<file path="src/hdl/radio_voice_effect_chain_top_assert.svh">
// Assertion macros used by the voice effect chain sequencer
`ifndef RADIO_VOICE_EFFECT_CHAIN_TOP_ASSERT_SVH
`define RADIO_VOICE_EFFECT_CHAIN_TOP_ASSERT_SVH

// same-cycle implication on clk, off while rst_n is low
`define RVFX_ASSERT_IMPLY(label, ante, cons, msg) \
    label: assert property (@(posedge clk) disable iff (!rst_n) (ante) |-> (cons)) \
        else $error(msg);

// next-cycle implication on clk, off while rst_n is low
`define RVFX_ASSERT_NEXT(label, ante, cons, msg) \
    label: assert property (@(posedge clk) disable iff (!rst_n) (ante) |=> (cons)) \
        else $error(msg);

`endif

</file>
<file path="src/hdl/rvfx_pkg.sv">
// Types, constants and microprogram of the voice effect chain
package rvfx_pkg;

    localparam int COEF_FRAC_BITS  = 16;
    localparam int STATE_FRAC_BITS = 8;
    localparam int COEF_W          = 20;
    localparam int STATE_W         = 40;
    localparam int MUL_A_W         = 22;
    localparam int MUL_B_W         = 40;
    localparam int PROD_W          = MUL_A_W + MUL_B_W;
    localparam int WIDE_W          = PROD_W + 1;
    localparam int STEP_W          = 5;
    localparam int GAIN_W          = 9;
    localparam int VOL_SHIFT       = 8;
    localparam int NOISE_SHIFT     = 23 - STATE_FRAC_BITS;

    // register indexes of the configuration port
    localparam logic [2:0] CFG_FILTER_ON = 3'd0;
    localparam logic [2:0] CFG_HISS      = 3'd1;
    localparam logic [2:0] CFG_VOLUME    = 3'd2;
    localparam logic [2:0] CFG_HP_NUM    = 3'd3;
    localparam logic [2:0] CFG_HP_DEN    = 3'd4;
    localparam logic [2:0] CFG_LP_NUM    = 3'd5;
    localparam logic [2:0] CFG_LP_DEN    = 3'd6;

    localparam logic [GAIN_W-1:0]          GAIN_FULL = 9'd256;
    localparam logic signed [MUL_A_W-1:0]  LCG_MUL   = 22'sd1664525;
    localparam logic [31:0]                LCG_INC   = 32'd1013904223;
    localparam logic [31:0]                SEED_INIT = 32'h12345678;

    localparam logic signed [WIDE_W-1:0] WIDE_STATE_MAX =
        {{(WIDE_W-STATE_W+1){1'b0}}, {(STATE_W-1){1'b1}}};
    localparam logic signed [WIDE_W-1:0] WIDE_STATE_MIN =
        {{(WIDE_W-STATE_W+1){1'b1}}, {(STATE_W-1){1'b0}}};
    localparam logic signed [WIDE_W-1:0] COEF_HALF =
        WIDE_W'(64'sd1 <<< (COEF_FRAC_BITS - 1));

    typedef struct packed {
        logic signed [19:0] in_sample;
        logic               sidetone_mode;
    } in_item_t;

    typedef struct packed {
        logic signed [15:0] out_sample;
        logic               clipped;
    } out_item_t;

    typedef struct packed {
        logic              filter_on;
        logic [GAIN_W-1:0] hiss_level;
        logic [GAIN_W-1:0] volume;
        logic [59:0]       hp_numerator;
        logic [39:0]       hp_denominator;
        logic [59:0]       lp_numerator;
        logic [39:0]       lp_denominator;
    } cfg_t;

    typedef logic [STEP_W-1:0] step_t;

    // multiplier operand selects
    typedef enum logic [2:0] {
        A_B0, A_B1, A_B2, A_A1, A_A2, A_VOL, A_LCG, A_NOISE
    } a_sel_t;

    typedef enum logic [1:0] {
        B_X, B_Y, B_SEED, B_HISS
    } b_sel_t;

    typedef enum logic [3:0] {
        OP_NONE, OP_Y, OP_ACC, OP_Z1, OP_Z2, OP_SEED, OP_NOISE,
        OP_SIDE_VOL, OP_OUT_VOL, OP_EMIT
    } op_t;

    typedef enum logic [2:0] {
        JC_NONE, JC_ALWAYS, JC_SIDE, JC_NO_HISS, JC_NO_FILT
    } jc_t;

    typedef struct packed {
        a_sel_t a_sel;
        b_sel_t b_sel;
        logic   mul_en;
        logic   sec;
        op_t    op;
        jc_t    jc;
        step_t  target;
        logic   last;
    } uop_t;

    typedef struct packed {
        logic load;
        uop_t uop;
    } dp_ctl_t;

    typedef struct packed {
        logic side;
        logic hiss_off;
        logic filter_off;
    } dp_stat_t;

    localparam uop_t UOP_NOP = '0;

    localparam step_t STEP_START = 5'd0;
    localparam step_t STEP_FILT  = 5'd5;
    localparam step_t STEP_POST  = 5'd17;
    localparam step_t STEP_EMIT  = 5'd19;
    localparam step_t STEP_SIDE  = 5'd20;

    function automatic logic signed [STATE_W-1:0] sat_state(
        input logic signed [WIDE_W-1:0] v
    );
        logic signed [STATE_W-1:0] r;
        if (v > WIDE_STATE_MAX)
        begin
            r = WIDE_STATE_MAX[STATE_W-1:0];
        end
        else if (v < WIDE_STATE_MIN)
        begin
            r = WIDE_STATE_MIN[STATE_W-1:0];
        end
        else
        begin
            r = v[STATE_W-1:0];
        end
        return r;
    endfunction

    // round half up to the state grid
    function automatic logic signed [WIDE_W-1:0] round_coef(
        input logic signed [WIDE_W-1:0] p
    );
        return (p + COEF_HALF) >>> COEF_FRAC_BITS;
    endfunction

    function automatic uop_t mk_uop(
        input a_sel_t a,
        input b_sel_t b,
        input logic   m,
        input logic   s,
        input op_t    o,
        input jc_t    j,
        input step_t  t,
        input logic   l
    );
        uop_t w;
        w.a_sel  = a;
        w.b_sel  = b;
        w.mul_en = m;
        w.sec    = s;
        w.op     = o;
        w.jc     = j;
        w.target = t;
        w.last   = l;
        return w;
    endfunction

    // microprogram: incoming hiss, two biquad sections, volume, sidetone prescale
    function automatic uop_t ucode(input step_t s);
        uop_t w;
        case (s)
            5'd0:  w = mk_uop(A_B0,    B_X,    1'b0, 1'b0, OP_NONE,     JC_SIDE,
                              STEP_SIDE, 1'b0);
            5'd1:  w = mk_uop(A_LCG,   B_SEED, 1'b1, 1'b0, OP_NONE,     JC_NO_HISS,
                              STEP_FILT, 1'b0);
            5'd2:  w = mk_uop(A_B0,    B_X,    1'b0, 1'b0, OP_SEED,     JC_NONE,
                              STEP_START, 1'b0);
            5'd3:  w = mk_uop(A_NOISE, B_HISS, 1'b1, 1'b0, OP_NONE,     JC_NONE,
                              STEP_START, 1'b0);
            5'd4:  w = mk_uop(A_B0,    B_X,    1'b0, 1'b0, OP_NOISE,    JC_NONE,
                              STEP_START, 1'b0);
            5'd5:  w = mk_uop(A_B0,    B_X,    1'b1, 1'b0, OP_NONE,     JC_NO_FILT,
                              STEP_POST, 1'b0);
            5'd6:  w = mk_uop(A_B1,    B_X,    1'b1, 1'b0, OP_Y,        JC_NONE,
                              STEP_START, 1'b0);
            5'd7:  w = mk_uop(A_A1,    B_Y,    1'b1, 1'b0, OP_ACC,      JC_NONE,
                              STEP_START, 1'b0);
            5'd8:  w = mk_uop(A_B2,    B_X,    1'b1, 1'b0, OP_Z1,       JC_NONE,
                              STEP_START, 1'b0);
            5'd9:  w = mk_uop(A_A2,    B_Y,    1'b1, 1'b0, OP_ACC,      JC_NONE,
                              STEP_START, 1'b0);
            5'd10: w = mk_uop(A_B0,    B_X,    1'b0, 1'b0, OP_Z2,       JC_NONE,
                              STEP_START, 1'b0);
            5'd11: w = mk_uop(A_B0,    B_X,    1'b1, 1'b1, OP_NONE,     JC_NONE,
                              STEP_START, 1'b0);
            5'd12: w = mk_uop(A_B1,    B_X,    1'b1, 1'b1, OP_Y,        JC_NONE,
                              STEP_START, 1'b0);
            5'd13: w = mk_uop(A_A1,    B_Y,    1'b1, 1'b1, OP_ACC,      JC_NONE,
                              STEP_START, 1'b0);
            5'd14: w = mk_uop(A_B2,    B_X,    1'b1, 1'b1, OP_Z1,       JC_NONE,
                              STEP_START, 1'b0);
            5'd15: w = mk_uop(A_A2,    B_Y,    1'b1, 1'b1, OP_ACC,      JC_NONE,
                              STEP_START, 1'b0);
            5'd16: w = mk_uop(A_B0,    B_X,    1'b0, 1'b1, OP_Z2,       JC_NONE,
                              STEP_START, 1'b0);
            5'd17: w = mk_uop(A_VOL,   B_X,    1'b1, 1'b0, OP_NONE,     JC_SIDE,
                              STEP_EMIT, 1'b0);
            5'd18: w = mk_uop(A_B0,    B_X,    1'b0, 1'b0, OP_OUT_VOL,  JC_NONE,
                              STEP_START, 1'b0);
            5'd19: w = mk_uop(A_B0,    B_X,    1'b0, 1'b0, OP_EMIT,     JC_NONE,
                              STEP_START, 1'b1);
            5'd20: w = mk_uop(A_VOL,   B_X,    1'b1, 1'b0, OP_NONE,     JC_NONE,
                              STEP_START, 1'b0);
            5'd21: w = mk_uop(A_B0,    B_X,    1'b0, 1'b0, OP_SIDE_VOL, JC_ALWAYS,
                              STEP_FILT, 1'b0);
            default: w = mk_uop(A_B0,  B_X,    1'b0, 1'b0, OP_NONE,     JC_NONE,
                                STEP_START, 1'b1);
        endcase
        return w;
    endfunction

endpackage

</file>
<file path="src/hdl/radio_voice_effect_chain_top.sv">
// A transaction runs the microprogram: hiss (unless off) and volume for incoming samples, a
// prescale for sidetone, and the two filter sections unless bypassed. A new transaction is
// accepted only after the previous one has finished its last step, and the emit step stalls
// while the previous result is still waiting; most steps use the single shared 22 x 40 multiplier.
// Reset (rst_n low, asynchronous): registers to defaults, noise seed to 0x12345678,
// filter delays to zero, no transaction pending.
module radio_voice_effect_chain_top (
    input  logic                 clk,
    input  logic                 rst_n,
    input  logic                 in_valid,
    output logic                 in_ready,
    input  rvfx_pkg::in_item_t   in_data,
    output logic                 out_valid,
    input  logic                 out_ready,
    output rvfx_pkg::out_item_t  out_data,
    input  logic                 cfg_wr_en,
    input  logic [2:0]           cfg_index,
    input  logic [59:0]          cfg_data
);

    rvfx_pkg::cfg_t      cfg_reg, cfg_next;
    rvfx_pkg::dp_ctl_t   ctl;
    rvfx_pkg::dp_stat_t  stat;

    always_comb
    begin
        cfg_next = cfg_reg;
        if (cfg_wr_en)
        begin
            case (cfg_index)
                rvfx_pkg::CFG_FILTER_ON: cfg_next.filter_on      = cfg_data[0];
                rvfx_pkg::CFG_HISS:      cfg_next.hiss_level     = cfg_data[8:0];
                rvfx_pkg::CFG_VOLUME:    cfg_next.volume         = cfg_data[8:0];
                rvfx_pkg::CFG_HP_NUM:    cfg_next.hp_numerator   = cfg_data[59:0];
                rvfx_pkg::CFG_HP_DEN:    cfg_next.hp_denominator = cfg_data[39:0];
                rvfx_pkg::CFG_LP_NUM:    cfg_next.lp_numerator   = cfg_data[59:0];
                rvfx_pkg::CFG_LP_DEN:    cfg_next.lp_denominator = cfg_data[39:0];
                default:                 cfg_next = cfg_reg;
            endcase
        end
    end

    always_ff @(posedge clk or negedge rst_n)
    begin
        if (!rst_n)
        begin
            cfg_reg.filter_on      <= 1'b1;
            cfg_reg.hiss_level     <= 9'd90;
            cfg_reg.volume         <= 9'd256;
            cfg_reg.hp_numerator   <= 60'd65536;
            cfg_reg.hp_denominator <= 40'd0;
            cfg_reg.lp_numerator   <= 60'd65536;
            cfg_reg.lp_denominator <= 40'd0;
        end
        else
        begin
            cfg_reg <= cfg_next;
        end
    end

    rvfx_seq u_seq (
        .clk       (clk),
        .rst_n     (rst_n),
        .in_valid  (in_valid),
        .in_ready  (in_ready),
        .out_valid (out_valid),
        .out_ready (out_ready),
        .stat      (stat),
        .ctl       (ctl)
    );

    rvfx_dp u_dp (
        .clk      (clk),
        .rst_n    (rst_n),
        .ctl      (ctl),
        .cfg      (cfg_reg),
        .in_data  (in_data),
        .stat     (stat),
        .out_data (out_data)
    );

endmodule

</file>
<file path="src/hdl/rvfx_dp.sv">
// Datapath: shared multiplier, sample and biquad delay registers, output register
module rvfx_dp (
    input  logic                 clk,
    input  logic                 rst_n,
    input  rvfx_pkg::dp_ctl_t    ctl,
    input  rvfx_pkg::cfg_t       cfg,
    input  rvfx_pkg::in_item_t   in_data,
    output rvfx_pkg::dp_stat_t   stat,
    output rvfx_pkg::out_item_t  out_data
);

    localparam int SW    = rvfx_pkg::STATE_W;
    localparam int WW    = rvfx_pkg::WIDE_W;
    localparam int EXT_W = rvfx_pkg::STATE_W + 1;
    localparam int CW    = rvfx_pkg::COEF_W;
    localparam int AW    = rvfx_pkg::MUL_A_W;
    localparam int BW    = rvfx_pkg::MUL_B_W;
    localparam int PW    = rvfx_pkg::PROD_W;
    localparam int GW    = rvfx_pkg::GAIN_W;

    localparam logic signed [EXT_W-1:0] TRUNC_BIAS =
        EXT_W'((1 << rvfx_pkg::STATE_FRAC_BITS) - 1);
    localparam logic signed [EXT_W-1:0] TRUNC_NONE = '0;
    localparam logic signed [EXT_W-1:0] OUT_HI = EXT_W'(32767);
    localparam logic signed [EXT_W-1:0] OUT_LO = EXT_W'(-32768);
    localparam logic signed [WW-1:0] SIDE_ROUND = WW'(1 <<< rvfx_pkg::VOL_SHIFT);
    localparam logic signed [WW-1:0] OUT_ROUND  = WW'(1 <<< (rvfx_pkg::VOL_SHIFT - 1));

    rvfx_pkg::uop_t uop;

    logic signed [SW-1:0] x_reg, x_next;
    logic signed [SW-1:0] y_reg, y_next;
    logic signed [PW-1:0] prod_reg, prod_next;
    logic signed [PW-1:0] acc_reg, acc_next;
    logic                 side_reg, side_next;
    logic [31:0]          seed_reg, seed_next;
    logic signed [SW-1:0] z1_reg [0:1];
    logic signed [SW-1:0] z1_next [0:1];
    logic signed [SW-1:0] z2_reg [0:1];
    logic signed [SW-1:0] z2_next [0:1];
    rvfx_pkg::out_item_t  out_reg, out_next;

    logic [GW-1:0]        vol_eff, hiss_eff;
    logic [16:0]          hiss320;
    logic [59:0]          num_sel;
    logic [39:0]          den_sel;
    logic signed [AW-1:0] mul_a;
    logic signed [BW-1:0] mul_b;
    logic signed [WW-1:0] prod_w, diff_w, rnd_prod, rnd_diff;
    logic signed [EXT_W-1:0] trunc_sum, ip;

    assign uop = ctl.uop;

    assign vol_eff  = (cfg.volume > rvfx_pkg::GAIN_FULL) ? rvfx_pkg::GAIN_FULL : cfg.volume;
    assign hiss_eff = (cfg.hiss_level > rvfx_pkg::GAIN_FULL) ?
                      rvfx_pkg::GAIN_FULL : cfg.hiss_level;
    // 320 * hiss as shift and add
    assign hiss320  = {hiss_eff, 8'b0} + {2'b0, hiss_eff, 6'b0};

    assign num_sel = uop.sec ? cfg.lp_numerator : cfg.hp_numerator;
    assign den_sel = uop.sec ? cfg.lp_denominator : cfg.hp_denominator;

    always_comb
    begin
        case (uop.a_sel)
            rvfx_pkg::A_B0:    mul_a = AW'($signed(num_sel[0 +: CW]));
            rvfx_pkg::A_B1:    mul_a = AW'($signed(num_sel[CW +: CW]));
            rvfx_pkg::A_B2:    mul_a = AW'($signed(num_sel[2*CW +: CW]));
            rvfx_pkg::A_A1:    mul_a = AW'($signed(den_sel[0 +: CW]));
            rvfx_pkg::A_A2:    mul_a = AW'($signed(den_sel[CW +: CW]));
            rvfx_pkg::A_VOL:   mul_a = $signed({{(AW-GW){1'b0}}, vol_eff});
            rvfx_pkg::A_LCG:   mul_a = rvfx_pkg::LCG_MUL;
            // upper seed half minus 32768 is the same bits with the top bit flipped
            rvfx_pkg::A_NOISE: mul_a = AW'($signed({~seed_reg[31], seed_reg[30:16]}));
            default:           mul_a = '0;
        endcase
    end

    always_comb
    begin
        case (uop.b_sel)
            rvfx_pkg::B_X:    mul_b = x_reg;
            rvfx_pkg::B_Y:    mul_b = y_reg;
            rvfx_pkg::B_SEED: mul_b = $signed({{(BW-32){1'b0}}, seed_reg});
            rvfx_pkg::B_HISS: mul_b = $signed({{(BW-17){1'b0}}, hiss320});
            default:          mul_b = '0;
        endcase
    end

    assign prod_next = uop.mul_en ? (PW'(mul_a) * PW'(mul_b)) : prod_reg;

    assign prod_w   = WW'(prod_reg);
    assign diff_w   = WW'(acc_reg) - prod_w;
    assign rnd_prod = rvfx_pkg::round_coef(prod_w);
    assign rnd_diff = rvfx_pkg::round_coef(diff_w);

    // truncate toward zero, then clamp to 16 bits
    assign trunc_sum = EXT_W'(x_reg) + (x_reg[SW-1] ? TRUNC_BIAS : TRUNC_NONE);
    assign ip        = trunc_sum >>> rvfx_pkg::STATE_FRAC_BITS;

    always_comb
    begin
        x_next    = x_reg;
        y_next    = y_reg;
        acc_next  = acc_reg;
        side_next = side_reg;
        seed_next = seed_reg;
        z1_next   = z1_reg;
        z2_next   = z2_reg;
        out_next  = out_reg;

        if (ctl.load)
        begin
            x_next    = SW'(in_data.in_sample) <<< rvfx_pkg::STATE_FRAC_BITS;
            side_next = in_data.sidetone_mode;
        end

        case (uop.op)
            rvfx_pkg::OP_NONE:
            begin
            end
            rvfx_pkg::OP_Y:
            begin
                y_next = rvfx_pkg::sat_state(WW'(z1_reg[uop.sec]) + rnd_prod);
            end
            rvfx_pkg::OP_ACC:
            begin
                acc_next = prod_reg;
            end
            rvfx_pkg::OP_Z1:
            begin
                z1_next[uop.sec] = rvfx_pkg::sat_state(rnd_diff + WW'(z2_reg[uop.sec]));
            end
            rvfx_pkg::OP_Z2:
            begin
                z2_next[uop.sec] = rvfx_pkg::sat_state(rnd_diff);
                x_next           = y_reg;
            end
            rvfx_pkg::OP_SEED:
            begin
                seed_next = prod_reg[31:0] + rvfx_pkg::LCG_INC;
            end
            rvfx_pkg::OP_NOISE:
            begin
                x_next = rvfx_pkg::sat_state(WW'(x_reg) + (prod_w >>> rvfx_pkg::NOISE_SHIFT));
            end
            rvfx_pkg::OP_SIDE_VOL:
            begin
                x_next = rvfx_pkg::sat_state((prod_w + SIDE_ROUND) >>>
                                             (rvfx_pkg::VOL_SHIFT + 1));
            end
            rvfx_pkg::OP_OUT_VOL:
            begin
                x_next = rvfx_pkg::sat_state((prod_w + OUT_ROUND) >>> rvfx_pkg::VOL_SHIFT);
            end
            rvfx_pkg::OP_EMIT:
            begin
                if (ip > OUT_HI)
                begin
                    out_next.out_sample = OUT_HI[15:0];
                    out_next.clipped    = 1'b1;
                end
                else if (ip < OUT_LO)
                begin
                    out_next.out_sample = OUT_LO[15:0];
                    out_next.clipped    = 1'b1;
                end
                else
                begin
                    out_next.out_sample = ip[15:0];
                    out_next.clipped    = 1'b0;
                end
            end
            default:
            begin
            end
        endcase
    end

    always_ff @(posedge clk or negedge rst_n)
    begin
        if (!rst_n)
        begin
            seed_reg  <= rvfx_pkg::SEED_INIT;
            z1_reg[0] <= '0;
            z1_reg[1] <= '0;
            z2_reg[0] <= '0;
            z2_reg[1] <= '0;
        end
        else
        begin
            seed_reg <= seed_next;
            z1_reg   <= z1_next;
            z2_reg   <= z2_next;
        end
    end

    always_ff @(posedge clk)
    begin
        x_reg    <= x_next;
        y_reg    <= y_next;
        prod_reg <= prod_next;
        acc_reg  <= acc_next;
        side_reg <= side_next;
        out_reg  <= out_next;
    end

    assign stat.side       = side_reg;
    assign stat.hiss_off   = (hiss_eff == '0);
    assign stat.filter_off = !cfg.filter_on;
    assign out_data        = out_reg;

endmodule

</file>
<file path="src/hdl/rvfx_seq.sv">
// Sequencer: step counter, microprogram fetch, jumps and channel handshakes
`include "radio_voice_effect_chain_top_assert.svh"

module rvfx_seq (
    input  logic                clk,
    input  logic                rst_n,
    input  logic                in_valid,
    output logic                in_ready,
    output logic                out_valid,
    input  logic                out_ready,
    input  rvfx_pkg::dp_stat_t  stat,
    output rvfx_pkg::dp_ctl_t   ctl
);

    logic                busy_reg, busy_next;
    rvfx_pkg::step_t     step_reg, step_next;
    logic                out_valid_reg, out_valid_next;
    rvfx_pkg::uop_t      uop;
    logic                stall, run, taken, accept, emit;

    assign uop    = rvfx_pkg::ucode(step_reg);
    assign accept = in_valid && !busy_reg;
    // hold the emit step while the previous result is still waiting
    assign stall  = busy_reg && (uop.op == rvfx_pkg::OP_EMIT) && out_valid_reg && !out_ready;
    assign run    = busy_reg && !stall;
    assign emit   = run && (uop.op == rvfx_pkg::OP_EMIT);

    always_comb
    begin
        case (uop.jc)
            rvfx_pkg::JC_NONE:    taken = 1'b0;
            rvfx_pkg::JC_ALWAYS:  taken = 1'b1;
            rvfx_pkg::JC_SIDE:    taken = stat.side;
            rvfx_pkg::JC_NO_HISS: taken = stat.hiss_off;
            rvfx_pkg::JC_NO_FILT: taken = stat.filter_off;
            default:              taken = 1'b0;
        endcase
    end

    always_comb
    begin
        busy_next = busy_reg;
        step_next = step_reg;
        if (accept)
        begin
            busy_next = 1'b1;
            step_next = rvfx_pkg::STEP_START;
        end
        else if (run)
        begin
            step_next = taken ? uop.target : step_reg + 1'b1;
            if (uop.last)
            begin
                busy_next = 1'b0;
            end
        end
    end

    assign out_valid_next = emit || (out_valid_reg && !out_ready);

    always_ff @(posedge clk or negedge rst_n)
    begin
        if (!rst_n)
        begin
            busy_reg      <= 1'b0;
            step_reg      <= rvfx_pkg::STEP_START;
            out_valid_reg <= 1'b0;
        end
        else
        begin
            busy_reg      <= busy_next;
            step_reg      <= step_next;
            out_valid_reg <= out_valid_next;
        end
    end

    assign ctl.load  = accept;
    assign ctl.uop   = run ? uop : rvfx_pkg::UOP_NOP;
    assign in_ready  = !busy_reg;
    assign out_valid = out_valid_reg;

    `RVFX_ASSERT_NEXT(a_accept_starts, in_valid && in_ready,
        busy_reg && step_reg == rvfx_pkg::STEP_START, "accepted transaction did not start")

    `RVFX_ASSERT_IMPLY(a_result_from_emit, $rose(out_valid_reg),
        $past(busy_reg) && $past(step_reg) == rvfx_pkg::STEP_EMIT, "result without emit step")

    `RVFX_ASSERT_NEXT(a_bypass_jumps, busy_reg && step_reg == rvfx_pkg::STEP_FILT &&
        stat.filter_off, step_reg == rvfx_pkg::STEP_POST, "filter bypass missed")

endmodule
</file>
<file path="config.mk">
export PLATFORM = sky130hd
export DESIGN_NAME = radio_voice_effect_chain_top
export DESIGN_NICKNAME = d
export VERILOG_FILES = /design/src/hdl/rvfx_pkg.sv /design/src/hdl/radio_voice_effect_chain_top.sv /design/src/hdl/rvfx_dp.sv /design/src/hdl/rvfx_seq.sv
export VERILOG_INCLUDE_DIRS = /design/src /design/src/hdl
export SDC_FILE = /design/constraint.sdc
export NUM_CORES = 2
export LEC_CHECK = 0
export BUFFER_PORTS_ARGS = -buffer_cell sky130_fd_sc_hd__buf_2
export CAP_MARGIN = 10
export CORE_ASPECT_RATIO = 0.75
export CORE_UTILIZATION = 30
export CTS_BUF_LIST = sky130_fd_sc_hd__clkbuf_2 sky130_fd_sc_hd__clkbuf_4 sky130_fd_sc_hd__clkbuf_8
export DETAILED_ROUTE_END_ITERATION = 6
export SLEW_MARGIN = 10
export SYNTH_ARGS = -nofsm -noshare
export SYNTH_HDL_FRONTEND = slang
export SYNTH_HIERARCHICAL = 1
export SYNTH_SLANG_ARGS = --single-unit
</file>
<file path="constraint.sdc">
create_clock -name clk -period 16.4 [get_ports clk]
set_clock_uncertainty 0.05 [all_clocks]
set_input_delay 2.46 -clock clk [delete_from_list [all_inputs] [get_ports clk]]
set_output_delay 2.46 -clock clk [all_outputs]
set_load 0.01 [all_outputs]
</file>
==> impl_metrics.ini <==
[run_status]
violations = design-rule violations
status = finished with violations

[global_route]
grt_antenna_before_repair = 24
track_usage_pct = 22.60
grt_pass1_vias = 62757
grt_max_degree = 161
grt_overflow = 0
grt_pass1_wl_um = 428100

[critical_path]
start_kind = input pin
max_stage_delay_ns = 0.95
cp.arrival_ns = 14.48
crit_top_cell = fa_1
critical_path_required_ns = 17.02
crit_path_end_kind = flip-flop
ff2ff_path_depth = 39
cp_max_fo = 26
critical_path_class = input pin to flip-flop
cp_slowest_cell = a21oi_4
reg2reg_slack_ns = 2.87

[routing]
wl_met1_um = 132200
num_vias = 63413
routed_wl_um = 289900
drt_iter0_drc = 7523
ant_nets = 0
drtPass1Iterations = 7
wl_met3_um = 32210
highest_layer = met5
post_drt_wl_per_cell_um = 25.27
vias_per_cell = 5.529
post-route-drc-count = 3
wl_met2_um = 118000

[logic_synthesis]
syn_avg_cell_area_um2 = 9.259
netlist_area_mm2 = 0.07518
synth_cells = 8119
syn_nets = 9531
yosys_warnings = 6

[floorplanning]
fp.dieH_um = 435.5
start_util_pct = 30.30
num_rows = 158
die_w_um = 580.0
pin_count = 108
core_mm2 = 0.2481
die_area_mm2 = 0.2526

[finish]
largest_register_ffs = 219
final_nets = 9491
final_common_cell = nand2_1
utilization_pct = 33.30
drive_above_1_share_pct = 12.61
areaGrowthSynthToFinish_pct = 9.901
final_cell_mix = 1052 x nand2_1, 1048 x inv_1, 863 x fa_1
final_cells = 11470

[timing]
fin_crit_ns = 13.86
rsz0062_at_grt = false
worst_slew_pin_slew_ns = 1.379
period_share_pct = 84.51
fin_ws_ns = 2.541
setup_violations = 0
slew_viol_final = 0
max-slew-margin-rel_pct = 6.887
hold_viol = 0
totalNegativeSetupSlack_ns = 0
fmax_ghz = 0.07215

[placement]
gp_congestion = 1.032
pre_cts_slack_ns = 2.102
port_buffers = 107
dp_hpwl_um = 234300
post-place-cells = 11242

[clocking]
cts_inserted_buffers = 115
path_clk_slew_ns = 0.07
clockRootBuffer = clkbuf_8
clk_path_buf_depth = 3
cts_sinks = 640
cts_tree = built
clk_latency_ns = 0.95
postCtsSetupBuffers = 0
cts_resized = 0
htree_num_levels = 3
cts_hold_buf = 0

[hold_path]
min_path_type = flip-flop to flip-flop
whs_path_depth = 2

[flow_run]
maxCapViolCount = 0
## critical path: cells and delay by family
family | cells | cell delay, ns
xor gates and xnor gates | 1 | 0.08
AOI/OAI and AO/OA | 13 | 4.45
and+or+nand+nor | 8 | 2.14
buffers and inverters | 8 | 1.42
adders and majority gates | 8 | 3.84
## per-stage QoR
stage	hold slack, ns	area, um2
2_1_floorplan	0.3706	75180
3_3_place_gp	0.4035	79750
3_5_place_dp	0.4147	79750
4_1_cts	0.4284	82600
5_1_grt	0.4585	82610
6_report	0.4215	82620
## final timing paths
path	from	end
hold reg to reg	u_dp/z2_reg[79]	u_dp/z2_reg[79]
max in group asynchronous	rst_n	u_dp/z2_reg[26]
setup reg to reg	u_seq/step_reg[1]	u_dp/prod_reg[54]
setup / recovery	out_ready	u_dp/prod_reg[54]
min in group asynchronous	rst_n	cfg_reg[195]
hold / removal	u_dp/z2_reg[79]	u_dp/z2_reg[79]
## routing by layer
layer / global-route usage, % / vias to the layer above
met5: 0 / -
li1: - / 27304
met2: 31.92 / 3220
met1: 33.50 / 32460
met4: 5.339 / 20
met3: 6.466 / 409
## final cells by class
cell class                 count  area, um2
fill                       25329     165500
multi-input combinational   5994      52750
sequential                   640      17150
tap                         3280       4104
inverter                    1060       3979
clock buffer                 161       2128
timing repair buffer         268       1767
clock inverter                59      718.2
antenna                        8      20.02
Power is left out: the tool's default activity adds up to more than one toggle a clock period on the data nets, which glitch-free logic cannot reach.
